===== src/hdl/tga_rle_pixel_decoder_defines.svh =====
// Assertion macros for the TGA RLE pixel decoder modules.
// Depends on nothing; included by files that carry assertions.
`ifndef TGA_RLE_PIXEL_DECODER_DEFINES_SVH
`define TGA_RLE_PIXEL_DECODER_DEFINES_SVH

// Check that a condition holds at every clock edge out of reset.
`define TGA_ASSERT_ALWAYS(lbl, clk, rst_n, expr) \
    lbl: assert property (@(posedge clk) disable iff (!(rst_n)) (expr)) \
        else $error("tga decoder check failed");

// Check that a condition implies another at the same edge.
`define TGA_ASSERT_IMPLY(lbl, clk, rst_n, ante, cons) \
    lbl: assert property (@(posedge clk) disable iff (!(rst_n)) (ante) |-> (cons)) \
        else $error("tga decoder check failed");

// Check that a condition implies another at the next edge.
`define TGA_ASSERT_NEXT(lbl, clk, rst_n, ante, cons) \
    lbl: assert property (@(posedge clk) disable iff (!(rst_n)) (ante) |=> (cons)) \
        else $error("tga decoder check failed");

`endif


===== src/hdl/tga_pkg.sv =====
// Types and constants of the TGA RLE pixel decoder.
// Depends on nothing; used by every module of the block.
package tga_pkg;

    localparam int BYTE_W  = 8;
    localparam int PIX_W   = 32;
    localparam int ASM_W   = 24;
    localparam int COUNT_W = 8;
    localparam int BPP_W   = 3;
    localparam int IDX_W   = 2;

    localparam logic [BPP_W-1:0] MAX_PIXEL_BYTES = 3'd4;
    localparam logic [6:0]       COUNT_MASK      = 7'h7f;
    localparam int               RUN_FLAG_BIT    = 7;

    // configuration register indexes
    localparam logic [IDX_W-1:0] REG_BPP   = 2'd0;
    localparam logic [IDX_W-1:0] REG_TOTAL = 2'd1;
    localparam logic [IDX_W-1:0] REG_RLE   = 2'd2;

    typedef enum logic [2:0] {
        PH_HEADER = 3'b001,
        PH_RUN    = 3'b010,
        PH_RAW    = 3'b100
    } t_phase;

    typedef struct packed {
        logic [BPP_W-1:0] bpp;
        logic [PIX_W-1:0] total;
        logic             rle;
    } t_cfg;

    // one request from the front to the back
    typedef struct packed {
        logic               start;
        logic               pix;
        logic [PIX_W-1:0]   value;
        logic [COUNT_W-1:0] count;
    } t_evt;

endpackage


===== src/hdl/tga_front.sv =====
// Front of the TGA decoder: parses packet headers and assembles pixel bytes.
// Depends on tga_pkg; feeds requests into tga_queue.
module tga_front (
    input  logic                          i_clk,
    input  logic                          i_rst_n,
    input  logic                          i_acc,
    input  logic [tga_pkg::BYTE_W-1:0]    i_byte,
    input  logic                          i_start,
    input  tga_pkg::t_cfg                 i_cfg,
    input  logic                          i_back_over,
    input  logic                          i_starts_held,
    output logic                          o_push,
    output tga_pkg::t_evt                 o_evt
);

    tga_pkg::t_phase                    r_phase, n_phase, cur_phase;
    logic [tga_pkg::COUNT_W-1:0]        r_left, n_left, cur_left, left_dec;
    logic [1:0]                         r_bip, n_bip, cur_bip;
    logic [tga_pkg::ASM_W-1:0]          r_asm, n_asm, cur_asm;
    logic [tga_pkg::BPP_W-1:0]          width;
    logic [tga_pkg::PIX_W-1:0]          shifted, full;
    logic                               total_zero, ignore, pix_done;
    logic [tga_pkg::COUNT_W-1:0]        count;

    always_comb begin
        if (i_cfg.bpp == '0) begin
            width = tga_pkg::BPP_W'(1);
        end else if (i_cfg.bpp > tga_pkg::MAX_PIXEL_BYTES) begin
            width = tga_pkg::MAX_PIXEL_BYTES;
        end else begin
            width = i_cfg.bpp;
        end
    end

    // start clears progress before the byte is looked at
    assign cur_phase = i_start ? tga_pkg::PH_HEADER : r_phase;
    assign cur_left  = i_start ? '0 : r_left;
    assign cur_bip   = i_start ? '0 : r_bip;
    assign cur_asm   = i_start ? '0 : r_asm;

    // while a start waits in the queue the back's progress is stale
    assign total_zero = (i_cfg.total == '0);
    assign ignore = (i_start || i_starts_held) ? total_zero : i_back_over;

    assign shifted  = {{(tga_pkg::PIX_W-tga_pkg::BYTE_W){1'b0}}, i_byte} << {cur_bip, 3'b000};
    assign full     = {{(tga_pkg::PIX_W-tga_pkg::ASM_W){1'b0}}, cur_asm} | shifted;
    assign left_dec = (cur_left != '0) ? cur_left - 1'b1 : '0;

    always_comb begin
        n_phase  = r_phase;
        n_left   = r_left;
        n_bip    = r_bip;
        n_asm    = r_asm;
        pix_done = 1'b0;
        count    = tga_pkg::COUNT_W'(1);
        if (i_acc) begin
            n_phase = cur_phase;
            n_left  = cur_left;
            n_bip   = cur_bip;
            n_asm   = cur_asm;
            if (!ignore) begin
                if (i_cfg.rle && cur_phase != tga_pkg::PH_RUN && cur_phase != tga_pkg::PH_RAW) begin
                    n_left  = {1'b0, i_byte[6:0] & tga_pkg::COUNT_MASK} + 1'b1;
                    n_phase = i_byte[tga_pkg::RUN_FLAG_BIT] ? tga_pkg::PH_RUN : tga_pkg::PH_RAW;
                    n_bip   = '0;
                    n_asm   = '0;
                end else if ({1'b0, cur_bip} + 3'd1 < width) begin
                    n_asm = full[tga_pkg::ASM_W-1:0];
                    n_bip = cur_bip + 2'd1;
                end else begin
                    pix_done = 1'b1;
                    n_bip    = '0;
                    n_asm    = '0;
                    if (i_cfg.rle) begin
                        unique case (cur_phase)
                            tga_pkg::PH_RUN: begin
                                count   = (cur_left == '0) ? tga_pkg::COUNT_W'(1) : cur_left;
                                n_left  = '0;
                                n_phase = tga_pkg::PH_HEADER;
                            end
                            default: begin
                                n_left = left_dec;
                                if (left_dec == '0) begin
                                    n_phase = tga_pkg::PH_HEADER;
                                end
                            end
                        endcase
                    end
                end
            end
        end
    end

    assign o_push      = i_acc && (i_start || pix_done);
    assign o_evt.start = i_start;
    assign o_evt.pix   = pix_done;
    assign o_evt.value = full;
    assign o_evt.count = count;

    always_ff @(posedge i_clk) begin
        if (!i_rst_n) begin
            r_phase <= tga_pkg::PH_HEADER;
            r_left  <= '0;
            r_bip   <= '0;
            r_asm   <= '0;
        end else begin
            r_phase <= n_phase;
            r_left  <= n_left;
            r_bip   <= n_bip;
            r_asm   <= n_asm;
        end
    end

endmodule


===== src/hdl/tga_queue.sv =====
// Short request queue between the front and the back of the TGA decoder.
// Depends on tga_pkg and the assertion macro header.
`include "tga_rle_pixel_decoder_defines.svh"
module tga_queue #(
    parameter int DEPTH = 4
) (
    input  logic          i_clk,
    input  logic          i_rst_n,
    input  logic          i_push,
    input  tga_pkg::t_evt i_evt,
    input  logic          i_pop,
    output tga_pkg::t_evt o_head,
    output logic          o_empty,
    output logic          o_full,
    output logic          o_starts_held
);

    localparam int AW = (DEPTH > 1) ? $clog2(DEPTH) : 1;
    localparam int CW = $clog2(DEPTH + 1);

    tga_pkg::t_evt  r_mem [DEPTH];
    logic [AW-1:0]  r_wp, r_rp, n_wp, n_rp;
    logic [CW-1:0]  r_cnt, r_starts;
    logic           do_push, do_pop, push_start, pop_start;

    assign o_empty       = (r_cnt == '0);
    assign o_full        = (r_cnt == CW'(DEPTH));
    assign o_head        = r_mem[r_rp];
    assign o_starts_held = (r_starts != '0);

    assign do_push    = i_push && !o_full;
    assign do_pop     = i_pop && !o_empty;
    assign push_start = do_push && i_evt.start;
    assign pop_start  = do_pop && o_head.start;

    assign n_wp = (r_wp == AW'(DEPTH - 1)) ? '0 : r_wp + 1'b1;
    assign n_rp = (r_rp == AW'(DEPTH - 1)) ? '0 : r_rp + 1'b1;

    always_ff @(posedge i_clk) begin
        if (do_push) begin
            r_mem[r_wp] <= i_evt;
        end
    end

    always_ff @(posedge i_clk) begin
        if (!i_rst_n) begin
            r_wp     <= '0;
            r_rp     <= '0;
            r_cnt    <= '0;
            r_starts <= '0;
        end else begin
            if (do_push) begin
                r_wp <= n_wp;
            end
            if (do_pop) begin
                r_rp <= n_rp;
            end
            r_cnt    <= r_cnt + CW'(do_push) - CW'(do_pop);
            r_starts <= r_starts + CW'(push_start) - CW'(pop_start);
        end
    end

    `TGA_ASSERT_ALWAYS(a_cnt_bound, i_clk, i_rst_n, r_cnt <= CW'(DEPTH))
    `TGA_ASSERT_ALWAYS(a_starts_bound, i_clk, i_rst_n, r_starts <= r_cnt)
    `TGA_ASSERT_NEXT(a_push_counts, i_clk, i_rst_n, do_push && !do_pop, r_cnt == $past(r_cnt) + 1'b1)
    `TGA_ASSERT_IMPLY(a_ptr_agree, i_clk, i_rst_n, o_empty, r_wp == r_rp)

endmodule


===== src/hdl/tga_back.sv =====
// Back of the TGA decoder: counts pixels out, clips counts, drives the result.
// Depends on tga_pkg; pops requests from tga_queue.
module tga_back (
    input  logic                          i_clk,
    input  logic                          i_rst_n,
    input  tga_pkg::t_evt                 i_head,
    input  logic                          i_empty,
    input  logic [tga_pkg::PIX_W-1:0]     i_total,
    input  logic                          i_tready,
    output logic                          o_pop,
    output logic                          o_over,
    output logic                          o_tvalid,
    output logic [tga_pkg::PIX_W-1:0]     o_value,
    output logic [tga_pkg::COUNT_W-1:0]   o_count,
    output logic                          o_done
);

    logic [tga_pkg::PIX_W-1:0]   r_emit, cur_emit, owed, new_emit;
    logic                        r_fin, cur_fin, blocked, emit;
    logic [tga_pkg::COUNT_W-1:0] clip;

    // advance when the output register is free or being taken
    assign o_pop    = !i_empty && (!o_tvalid || i_tready);
    assign o_over   = r_fin || (r_emit >= i_total);

    assign cur_emit = i_head.start ? '0 : r_emit;
    assign cur_fin  = i_head.start ? 1'b0 : r_fin;
    assign owed     = i_total - cur_emit;
    assign blocked  = cur_fin || (cur_emit >= i_total);
    assign emit     = o_pop && i_head.pix && !blocked;
    assign clip     = ({{(tga_pkg::PIX_W-tga_pkg::COUNT_W){1'b0}}, i_head.count} > owed)
                      ? owed[tga_pkg::COUNT_W-1:0] : i_head.count;
    assign new_emit = cur_emit + {{(tga_pkg::PIX_W-tga_pkg::COUNT_W){1'b0}}, clip};

    always_ff @(posedge i_clk) begin
        if (emit) begin
            o_value <= i_head.value;
            o_count <= clip;
            o_done  <= (new_emit == i_total);
        end
    end

    always_ff @(posedge i_clk) begin
        if (!i_rst_n) begin
            r_emit   <= '0;
            r_fin    <= 1'b0;
            o_tvalid <= 1'b0;
        end else begin
            if (o_pop) begin
                r_emit <= emit ? new_emit : cur_emit;
                r_fin  <= emit ? (new_emit == i_total) : cur_fin;
            end
            if (emit) begin
                o_tvalid <= 1'b1;
            end else if (i_tready) begin
                o_tvalid <= 1'b0;
            end
        end
    end

endmodule


===== src/hdl/tga_rle_pixel_decoder.sv =====
// Top level of the TGA RLE pixel decoder: configuration registers and wiring.
// Depends on tga_pkg, tga_front, tga_queue and tga_back.
//
// Slave stream: one byte of TGA pixel data per request on s_axis_tdata;
// s_axis_tuser marks the byte that begins a new image and clears progress.
// Master stream: one request per decoded pixel value with its repeat count;
// m_axis_tlast flags the request that completes the configured pixel total.
// Header bytes and partial pixel bytes give no request.
// Configuration: write the pixel width (0), pixel_total (1) and rle_mode (2)
// through i_cfg_we / i_cfg_idx / i_cfg_data while the block is idle.
// Timing: one byte is taken every cycle while the queue has room. The front
// parses the byte in the cycle it is accepted and its request enters the
// queue at that edge; from the queue head the back moves it into its output
// register once that register is free or being taken. The front parser and
// the back's pixel counter are combinational, so both run every cycle unless stalled.
// Stall: with m_axis_tready low the output register holds, the back stops
// popping and the queue of QUEUE_DEPTH requests fills; s_axis_tready drops
// only once the queue is full. Reset clears progress, empties the queue and
// loads pixel width 4, pixel_total 1, rle_mode 1.
module tga_rle_pixel_decoder #(
    parameter int QUEUE_DEPTH = 4
) (
    input  logic                         i_clk,
    input  logic                         i_rst_n,
    // slave stream
    input  logic                         s_axis_tvalid,
    output logic                         s_axis_tready,
    input  logic [7:0]                   s_axis_tdata,   // [7:0] data_byte
    input  logic [0:0]                   s_axis_tuser,   // [0] start_image
    // master stream
    output logic                         m_axis_tvalid,
    input  logic                         m_axis_tready,
    output logic [39:0]                  m_axis_tdata,   // [31:0] pixel_value, [39:32] repeat_count
    output logic                         m_axis_tlast,   // image_done
    // configuration write port
    input  logic                         i_cfg_we,
    input  logic [tga_pkg::IDX_W-1:0]    i_cfg_idx,
    input  logic [tga_pkg::PIX_W-1:0]    i_cfg_data
);

    tga_pkg::t_cfg                  r_cfg;
    tga_pkg::t_evt                  push_evt, head_evt;
    logic                           acc, push, pop, q_empty, q_full, starts_held, back_over;
    logic [tga_pkg::PIX_W-1:0]      out_value;
    logic [tga_pkg::COUNT_W-1:0]    out_count;

    // take a byte whenever the queue has room for its request
    assign s_axis_tready = !q_full;
    assign acc           = s_axis_tvalid && s_axis_tready;

    always_ff @(posedge i_clk) begin
        if (!i_rst_n) begin
            r_cfg.bpp   <= tga_pkg::MAX_PIXEL_BYTES;
            r_cfg.total <= tga_pkg::PIX_W'(1);
            r_cfg.rle   <= 1'b1;
        end else if (i_cfg_we) begin
            case (i_cfg_idx)
                tga_pkg::REG_BPP:   r_cfg.bpp   <= i_cfg_data[tga_pkg::BPP_W-1:0];
                tga_pkg::REG_TOTAL: r_cfg.total <= i_cfg_data;
                tga_pkg::REG_RLE:   r_cfg.rle   <= i_cfg_data[0];
                default: ;  // drop writes to unknown indexes
            endcase
        end
    end

    tga_front u_front (
        .i_clk         (i_clk),
        .i_rst_n       (i_rst_n),
        .i_acc         (acc),
        .i_byte        (s_axis_tdata),
        .i_start       (s_axis_tuser[0]),
        .i_cfg         (r_cfg),
        .i_back_over   (back_over),
        .i_starts_held (starts_held),
        .o_push        (push),
        .o_evt         (push_evt)
    );

    tga_queue #(
        .DEPTH (QUEUE_DEPTH)
    ) u_queue (
        .i_clk         (i_clk),
        .i_rst_n       (i_rst_n),
        .i_push        (push),
        .i_evt         (push_evt),
        .i_pop         (pop),
        .o_head        (head_evt),
        .o_empty       (q_empty),
        .o_full        (q_full),
        .o_starts_held (starts_held)
    );

    tga_back u_back (
        .i_clk    (i_clk),
        .i_rst_n  (i_rst_n),
        .i_head   (head_evt),
        .i_empty  (q_empty),
        .i_total  (r_cfg.total),
        .i_tready (m_axis_tready),
        .o_pop    (pop),
        .o_over   (back_over),
        .o_tvalid (m_axis_tvalid),
        .o_value  (out_value),
        .o_count  (out_count),
        .o_done   (m_axis_tlast)
    );

    assign m_axis_tdata = {out_count, out_value};

endmodule

===== config.mk =====
export PLATFORM = sky130hd
export DESIGN_NAME = tga_rle_pixel_decoder
export DESIGN_NICKNAME = d
export VERILOG_FILES = /design/src/hdl/tga_pkg.sv /design/src/hdl/tga_front.sv /design/src/hdl/tga_queue.sv /design/src/hdl/tga_back.sv /design/src/hdl/tga_rle_pixel_decoder.sv
export VERILOG_INCLUDE_DIRS = /design/src /design/src/hdl
export SDC_FILE = /design/constraint.sdc
export NUM_CORES = 1
export LEC_CHECK = 0
export BUFFER_PORTS_ARGS = -buffer_cell sky130_fd_sc_hd__buf_2
export CAP_MARGIN = 15
export CORE_ASPECT_RATIO = 1.75
export CORE_MARGIN = 4
export CORE_UTILIZATION = 30
export CTS_CLUSTER_SIZE = 40
export DETAILED_ROUTE_END_ITERATION = 8
export PLACE_DENSITY = 0.53
export SLEW_MARGIN = 20
export SYNTH_ARGS = -nofsm -noshare
export SYNTH_HDL_FRONTEND = slang
export SYNTH_SLANG_ARGS = --single-unit

===== constraint.sdc =====
create_clock -name i_clk -period 9.8 [get_ports i_clk]
set_input_delay 2.45 -clock i_clk [delete_from_list [all_inputs] [get_ports i_clk]]
set_output_delay 2.45 -clock i_clk [all_outputs]
set_load 0.01 [all_outputs]

**After elaboration in Yosys (flattened, before gate mapping)**

Memory sizes are Yosys's and may differ from the RTL's. A register that Yosys moved wholly into a read port is not among the register bits.
Cells that the tools add are included.

- Bits in registers: 158
- Memories kept: 1
- Bits of input ports: 48
- RAM bits: 168
- Word-level logic and storage cells: 128

- Bitwise gates (word level): 1
- Reductions and logical operators: 32
- Shift-type cells: 1
- Add/sub/neg operators: 12
- Order comparisons: 5
- Equality and inequality tests: 9
- Mux-type cells: 50

Memory list:

| memory | words | width | read ports | clocked after memory_dff | wr ports | line | text |
|---|---|---|---|---|---|---|---|
| u_queue.r_mem | 4 | 42 | 1 | 1 | 1 | tga_queue.sv:21 | `tga_pkg::t_evt r_mem [DEPTH];` |

Operators by type and width:

| cell | count |
|---|---|
| $mux 8 | 15 |
| $mux 24 | 4 |
| $ge 32x32->1 | 2 |
| $mux 32 | 2 |
| $add 32x8->32 | 1 |
| $eq 32x32->1 | 1 |
| $gt 8x32->1 | 1 |
| $logic_not 32->1 | 1 |
| $or 24x32->32 | 1 |
| $shl 8x5->32 | 1 |
| $sub 32x32->32 | 1 |
| $mux 3 | 10 |
| $logic_not 8->1 | 2 |
| $mux 2 | 8 |
| $logic_and 1x1->1 | 11 |
| $mux 1 | 11 |
| $add 7x1->8 const B | 1 |
| $reduce_bool 8->1 | 1 |
| $sub 8x1->8 const B | 1 |
| $add 2x1->2 const B | 3 |
| $add 3x1->3 | 2 |
| $eq 2x2->1 const B | 3 |
| $logic_not 3->1 | 2 |
| $reduce_and 2->1 | 3 |
| other kinds (14) | 22 |

**Depth between registers and ports, before layout**

- Depth in word-level cells: 14
- Depth in mapped cells: 40
- Depth with buffers taken out: 35

**Modules after synthesis**

From an unflattened synthesis, not the netlist that was laid out.

- Cell total of the unflattened synthesis: 1,698
- Area, all modules: 18,465.2 µm²

By module, submodules not included:

| module | instances | area an instance (µm²) | cells each | sequential area each (µm²) |
|---|---|---|---|---|
| tga_back | 1 | 7,941.4 | 972 | 1,911.8 |
| tga_queue | 1 | 6,749.0 | 289 | 5,285.1 |
| tga_front | 1 | 2,274.7 | 278 | 740.7 |
| tga_rle_pixel_decoder | 1 | 1,500.2 | 159 | 720.7 |

**Least setup slack after synthesis**

No wires, ideal clock.

- Path type: register to register
- Start point: register with a tool-made name
- End point: register u_back.r_fin
- Clock period less this slack: 8,963 ps
- Required time: 9,704 ps
- Setup slack: 837 ps
- Setup time: 96 ps
- Stages on the path, launching flop included: 41
- Data arrival time: 8,867 ps
- Buffers on the path: 5
- Cells stage by stage: dfxtp_1 buf_2 mux2i_1 mux2_2 clkbuf_1 buf_1 clkbuf_1 clkbuf_1 nand2_1 ha_1 a21o_1 a21oi_1 nand2_1 a21o_1 a21o_1 xor2_1 inv_1 ha_1 [... 5 more ...] nand4_1 nor4_1 nand4b_1 nor4_4 mux2i_1 ha_1 inv_1 fa_1 nor2b_1 o21ai_0 a21o_1 a211oi_1 nand2_1 xnor2_1 or4_1 or3_1 or3_1 o41ai_2

RTL lines:

| item | line | text |
|---|---|---|
| to (signal assigned) | tga_back.sv:51 | `r_fin <= emit ? (new_emit == i_total) : cur_fin;` |
| to (decl) | tga_back.sv:19 | `logic r_fin, cur_fin, blocked, emit;` |

==> reports/qor_table.md <==
| Group | Metric | Reported |
|:---|:---|:---|
| status | Result of the run | completed |
| grt | Overall fraction of global-route tracks in use | 18.6% |
| synth | Post-synth EDFFs | 209 |
| synth | Post-synthesis area per instance | 10.7 um^2 |
| clocking | H-tree depth | 2 |
| floorplan | Die span in y | 328 um |
| floorplan | Initial standard-cell utilization of the core | 30.2% |
| worst setup path | Max Fanout on Critical Path | 9 |
| min path | Class of the tightest hold or removal check | reg2reg |
| clocking | Number of setup buffers added after CTS | 0 |
| power and ir drop | Final Power | 4.87 mW |
| sta | F_max | 0.111 GHz |
| synth | Most frequently used flop master after synthesis | edfxtp_1 |
| final layout | Layout Area Growth over Synthesis | 14.7% |
| worst setup path | CP Launch Type | flop |
| final layout | Fraction of final layout cells with drive strength greater than 1 | 14.7% |
| route | Via count | 13642 |
| floorplan | Placement Rows | 117 |
| placement | Area of placed instances | 18900 um^2 |
| clocking | Insertion delay to the later sink of the worst-skew pair | 0.55 ns |
| synth | Mapped Cells | 1636 |
| power and ir drop | Static leakage | 7.41 nW |
| grt | Antenna violations before repair | 0 |
| clocking | Buffer cell driving the clock tree root | clkbuf_16 |
| floorplan | Number of placed I/O pins | 91 |
| sta | Final Slew Violations | 0 |
| synth | Cell taking the most area after synthesis | edfxtp_1 |
| power and ir drop | Power density over the cells | 242 nW/um^2 |
| synth | Synthesized flop and latch total | 328 |
| route | Number of remaining DRC errors | 0 |
| worst setup path | Worst reg2reg path depth | 36 |
| placement | Number of input and output port buffers inserted | 90 |
| placement | Dpl hpwl | 44300 um |
| floorplan | Die width | 191 um |
| grt | Vias in the first global route | 13903 |
| synth | Synthesized Nets | 1786 |
| min path | WHS Endpoint | u_front.r_asm[22]$_SDFFE_PN0P_ |
| route | Detailed-route wire length per cell | 23.7 um |
| worst setup path | Element type at the critical path end | flop |
| sta | Part of the cycle the worst path needs | 92.2% |
| sta | TNS Setup | 0 ns |
| route | Vias per std cell | 5.41 |
| floorplan | Die area | 62600 um^2 |
| final layout | Number of nets in the finished design | 1870 |
| final layout | Total of fill cells in the finished design | 5886 |
| clocking | Clock transition time at the flip-flop clock pins of the worst setup and hold paths | 0.06 ns |
| synth | Top-area cell type share of the netlist area | 35.7% |
| synth | Ranking of synthesized cells by area | edfxtp_1, dfxtp_1, ha_1 |
| sta | Final number of setup-violating endpoints | 0 |
| job | Number of max-cap violations | 0 |
| route | Final routed wirelength across all metal layers | 59600 um |
| grt | First-pass GRT wire length | 88300 um |
| worst setup path | Capture instance of the worst register-to-register path | u_back.o_done$_DFFE_PP_ |
| route | Post-route ant nets | 0 |
| worst setup path | CP Data Arrival Time | 9.42 ns |
| worst setup path | Required time at the endpoint of the critical path | 10.18 ns |
| worst setup path | Cell with the most instances on the worst path | a21o_1 |
| sta | Rel. slew slack | 30.3% |
| min path | Worst hold path startpoint | u_front.r_asm[22]$_SDFFE_PN0P_ |
| floorplan | Core box area | 58100 um^2 |
| clocking | Number of hold-repair buffers added at the cts stage | 0 |
| final layout | Fin util | 34.7% |
| power and ir drop | VDD IR max | 163 uV |
| final layout | Final non-filler cell area | 20100 um^2 |
| synth | Yosys cell types | 79 |
| clocking | Number of clock buffers inserted by TritonCTS | 35 |
| synth | Share of flip-flops with an asynchronous set or reset after synthesis | 0% |
| worst setup path | Largest stage delay, worst path | 0.70 ns |
| clocking | Clock tree from TritonCTS | yes |
| sta | Unrepaired setup endpoints after global routing | false |
| synth | Most common cell in the synthesized netlist | edfxtp_1 |
| synth | Most common library cells after synthesis | edfxtp_1, nand2_1, a21oi_1 |
| worst setup path | Register-to-Register Setup Slack | 0.76 ns |
| clocking | Sinks on the clock net | 328 |
| clocking | Post-cts resize count | 0 |
| grt | Maximum number of pins on one net before global-route repair | 42 |
| grt | Gr ovfl total | 0 |
| synth | Syn. warnings | 0 |
| route | Drt initial violations | 938 |
| synth | Sequential area share after synthesis | 49.3% |
| route | Length of the first detailed-routing pass in iterations | 5 |
| placement | Final estimated routing congestion in global placement | 0.957 |
| clocking | Buffer levels on the longest clock path | 3 |
| final layout | Ant diodes | 0 |
| sta | Worst Tran Pin Value | 1.04 ns |
| sta | Smallest hold slack | 0.482 ns |
| min path | Instance count along the most critical hold path | 1 |
| worst setup path | Slowest stage cell, crit path | o21ai_0 |
| synth | Post-Synthesis Cell Area | 17600 um^2 |
| sta | Worst clock skew | 0.0195 ns |
| worst setup path | Type of the worst setup path | reg2reg |
| sta | Final min period | 9.04 ns |
| sta | Final Hold Fails | 0 |
-- layout make-up --
class | count | area [um^2] | share of cell area, %
multi-input combinational | 1158 | 8350 | 41.5
sequential | 328 | 8660 | 43.0
inverter | 80 | 300 | 1.49
timing repair buffer | 117 | 666 | 3.31
tap | 773 | 967 | 4.80
clock inverter | 18 | 235 | 1.17
clock buffer | 46 | 958 | 4.76
-- sequential cells by signal (all words and copies together) (netlist names), named ones only --
name	count
u_back.o_count	8
u_queue.r_starts	3
u_queue.r_wp	2
u_queue.r_cnt	3
u_front.r_left	8
u_back.o_tvalid	1
u_queue.r_mem	168
r_cfg	36
u_back.o_done	1
u_front.r_phase	3
u_back.r_fin	1
u_back.r_emit	32
u_queue.r_rp	2
u_front.r_bip	2
u_front.r_asm	24
u_back.o_value	32
-- how the worst max path moves through the flow --
stage                     from  slack (ns)  depth (start not counted)                         to
after floorplan           flop        0.84                         40  u_back.r_fin$_SDFFE_PN0P_
after global placement    flop        0.99                         36    u_back.o_done$_DFFE_PP_
after detailed placement  flop        0.91                         36    u_back.o_done$_DFFE_PP_
after CTS                 flop        0.85                         35    u_back.o_done$_DFFE_PP_
after global routing      flop        0.03                         36    u_back.o_done$_DFFE_PP_
final                     flop        0.76                         36    u_back.o_done$_DFFE_PP_
-- power by group --
part | internal (mW) | total (mW) | switching, mW
Combinational | 0.643 | 1.72 | 1.08
Clock | 0.809 | 1.40 | 0.589
Sequential | 1.65 | 1.75 | 0.0946
-- worst max-delay path: cells and delay by family, from the launching register on --
kind	cells	cell delay, ns
AOI/OAI and AO/OA	12	3.08
and+or+nand+nor	13	2.78
adders and majority gates	4	1.27
muxes	3	0.76
DFF	1	0.43
buffers and inverters	3	0.38
xor gates and xnor gates	1	0.15
-- cell families (layout without fill, tap and decap cells) --
family                     count (synthesis)  count (layout)  synth area share [%]
muxes                                     72              72                  7.12
adders and majority gates                102             102                  7.44
and+or+nand+nor                          503             503                  14.2
DFF                                      328             328                  49.3
xor gates and xnor gates                  73              73                  3.72
buffers and inverters                    150             261                  3.31
AOI/OAI and AO/OA                        408             408                  14.9
-- placed cells by master (no fill, tap or decap), types with 17 or more instances in the layout --
cell and n:
edfxtp_1 209, nand2_1 179, a21oi_1 144, dfxtp_1 117
nor2_1 98, ha_1 98, buf_2 90, inv_1 78
o21ai_0 74, xnor2_1 53, mux4_2 41, clkbuf_16 36
a22o_1 34, nand3_1 32, nand4_1 30, nor3_1 27
buf_4 26, a21o_1 25, nand2b_1 19, xor2_1 19
nor2b_1 18, nor4_1 17, mux2i_1 17
-- metrics by stage --
stage               setup slack, ns  std cells
finish                        0.764       2520
global route                 0.0305       2520
CTS                           0.855       2520
detailed placement            0.913       2456
global placement              0.987       2455
floorplan                     0.837       1636
-- per-layer routing --
metal	vias to the layer above	GRT usage [%]	routed length, um
met2	423	35.7	32400
met4	0	8.91	3160
met3	138	2.26	2510
li1	6307	-	-
met5	-	0	0
met1	6774	19.8	21600
Power figures use the tool's default switching activity.
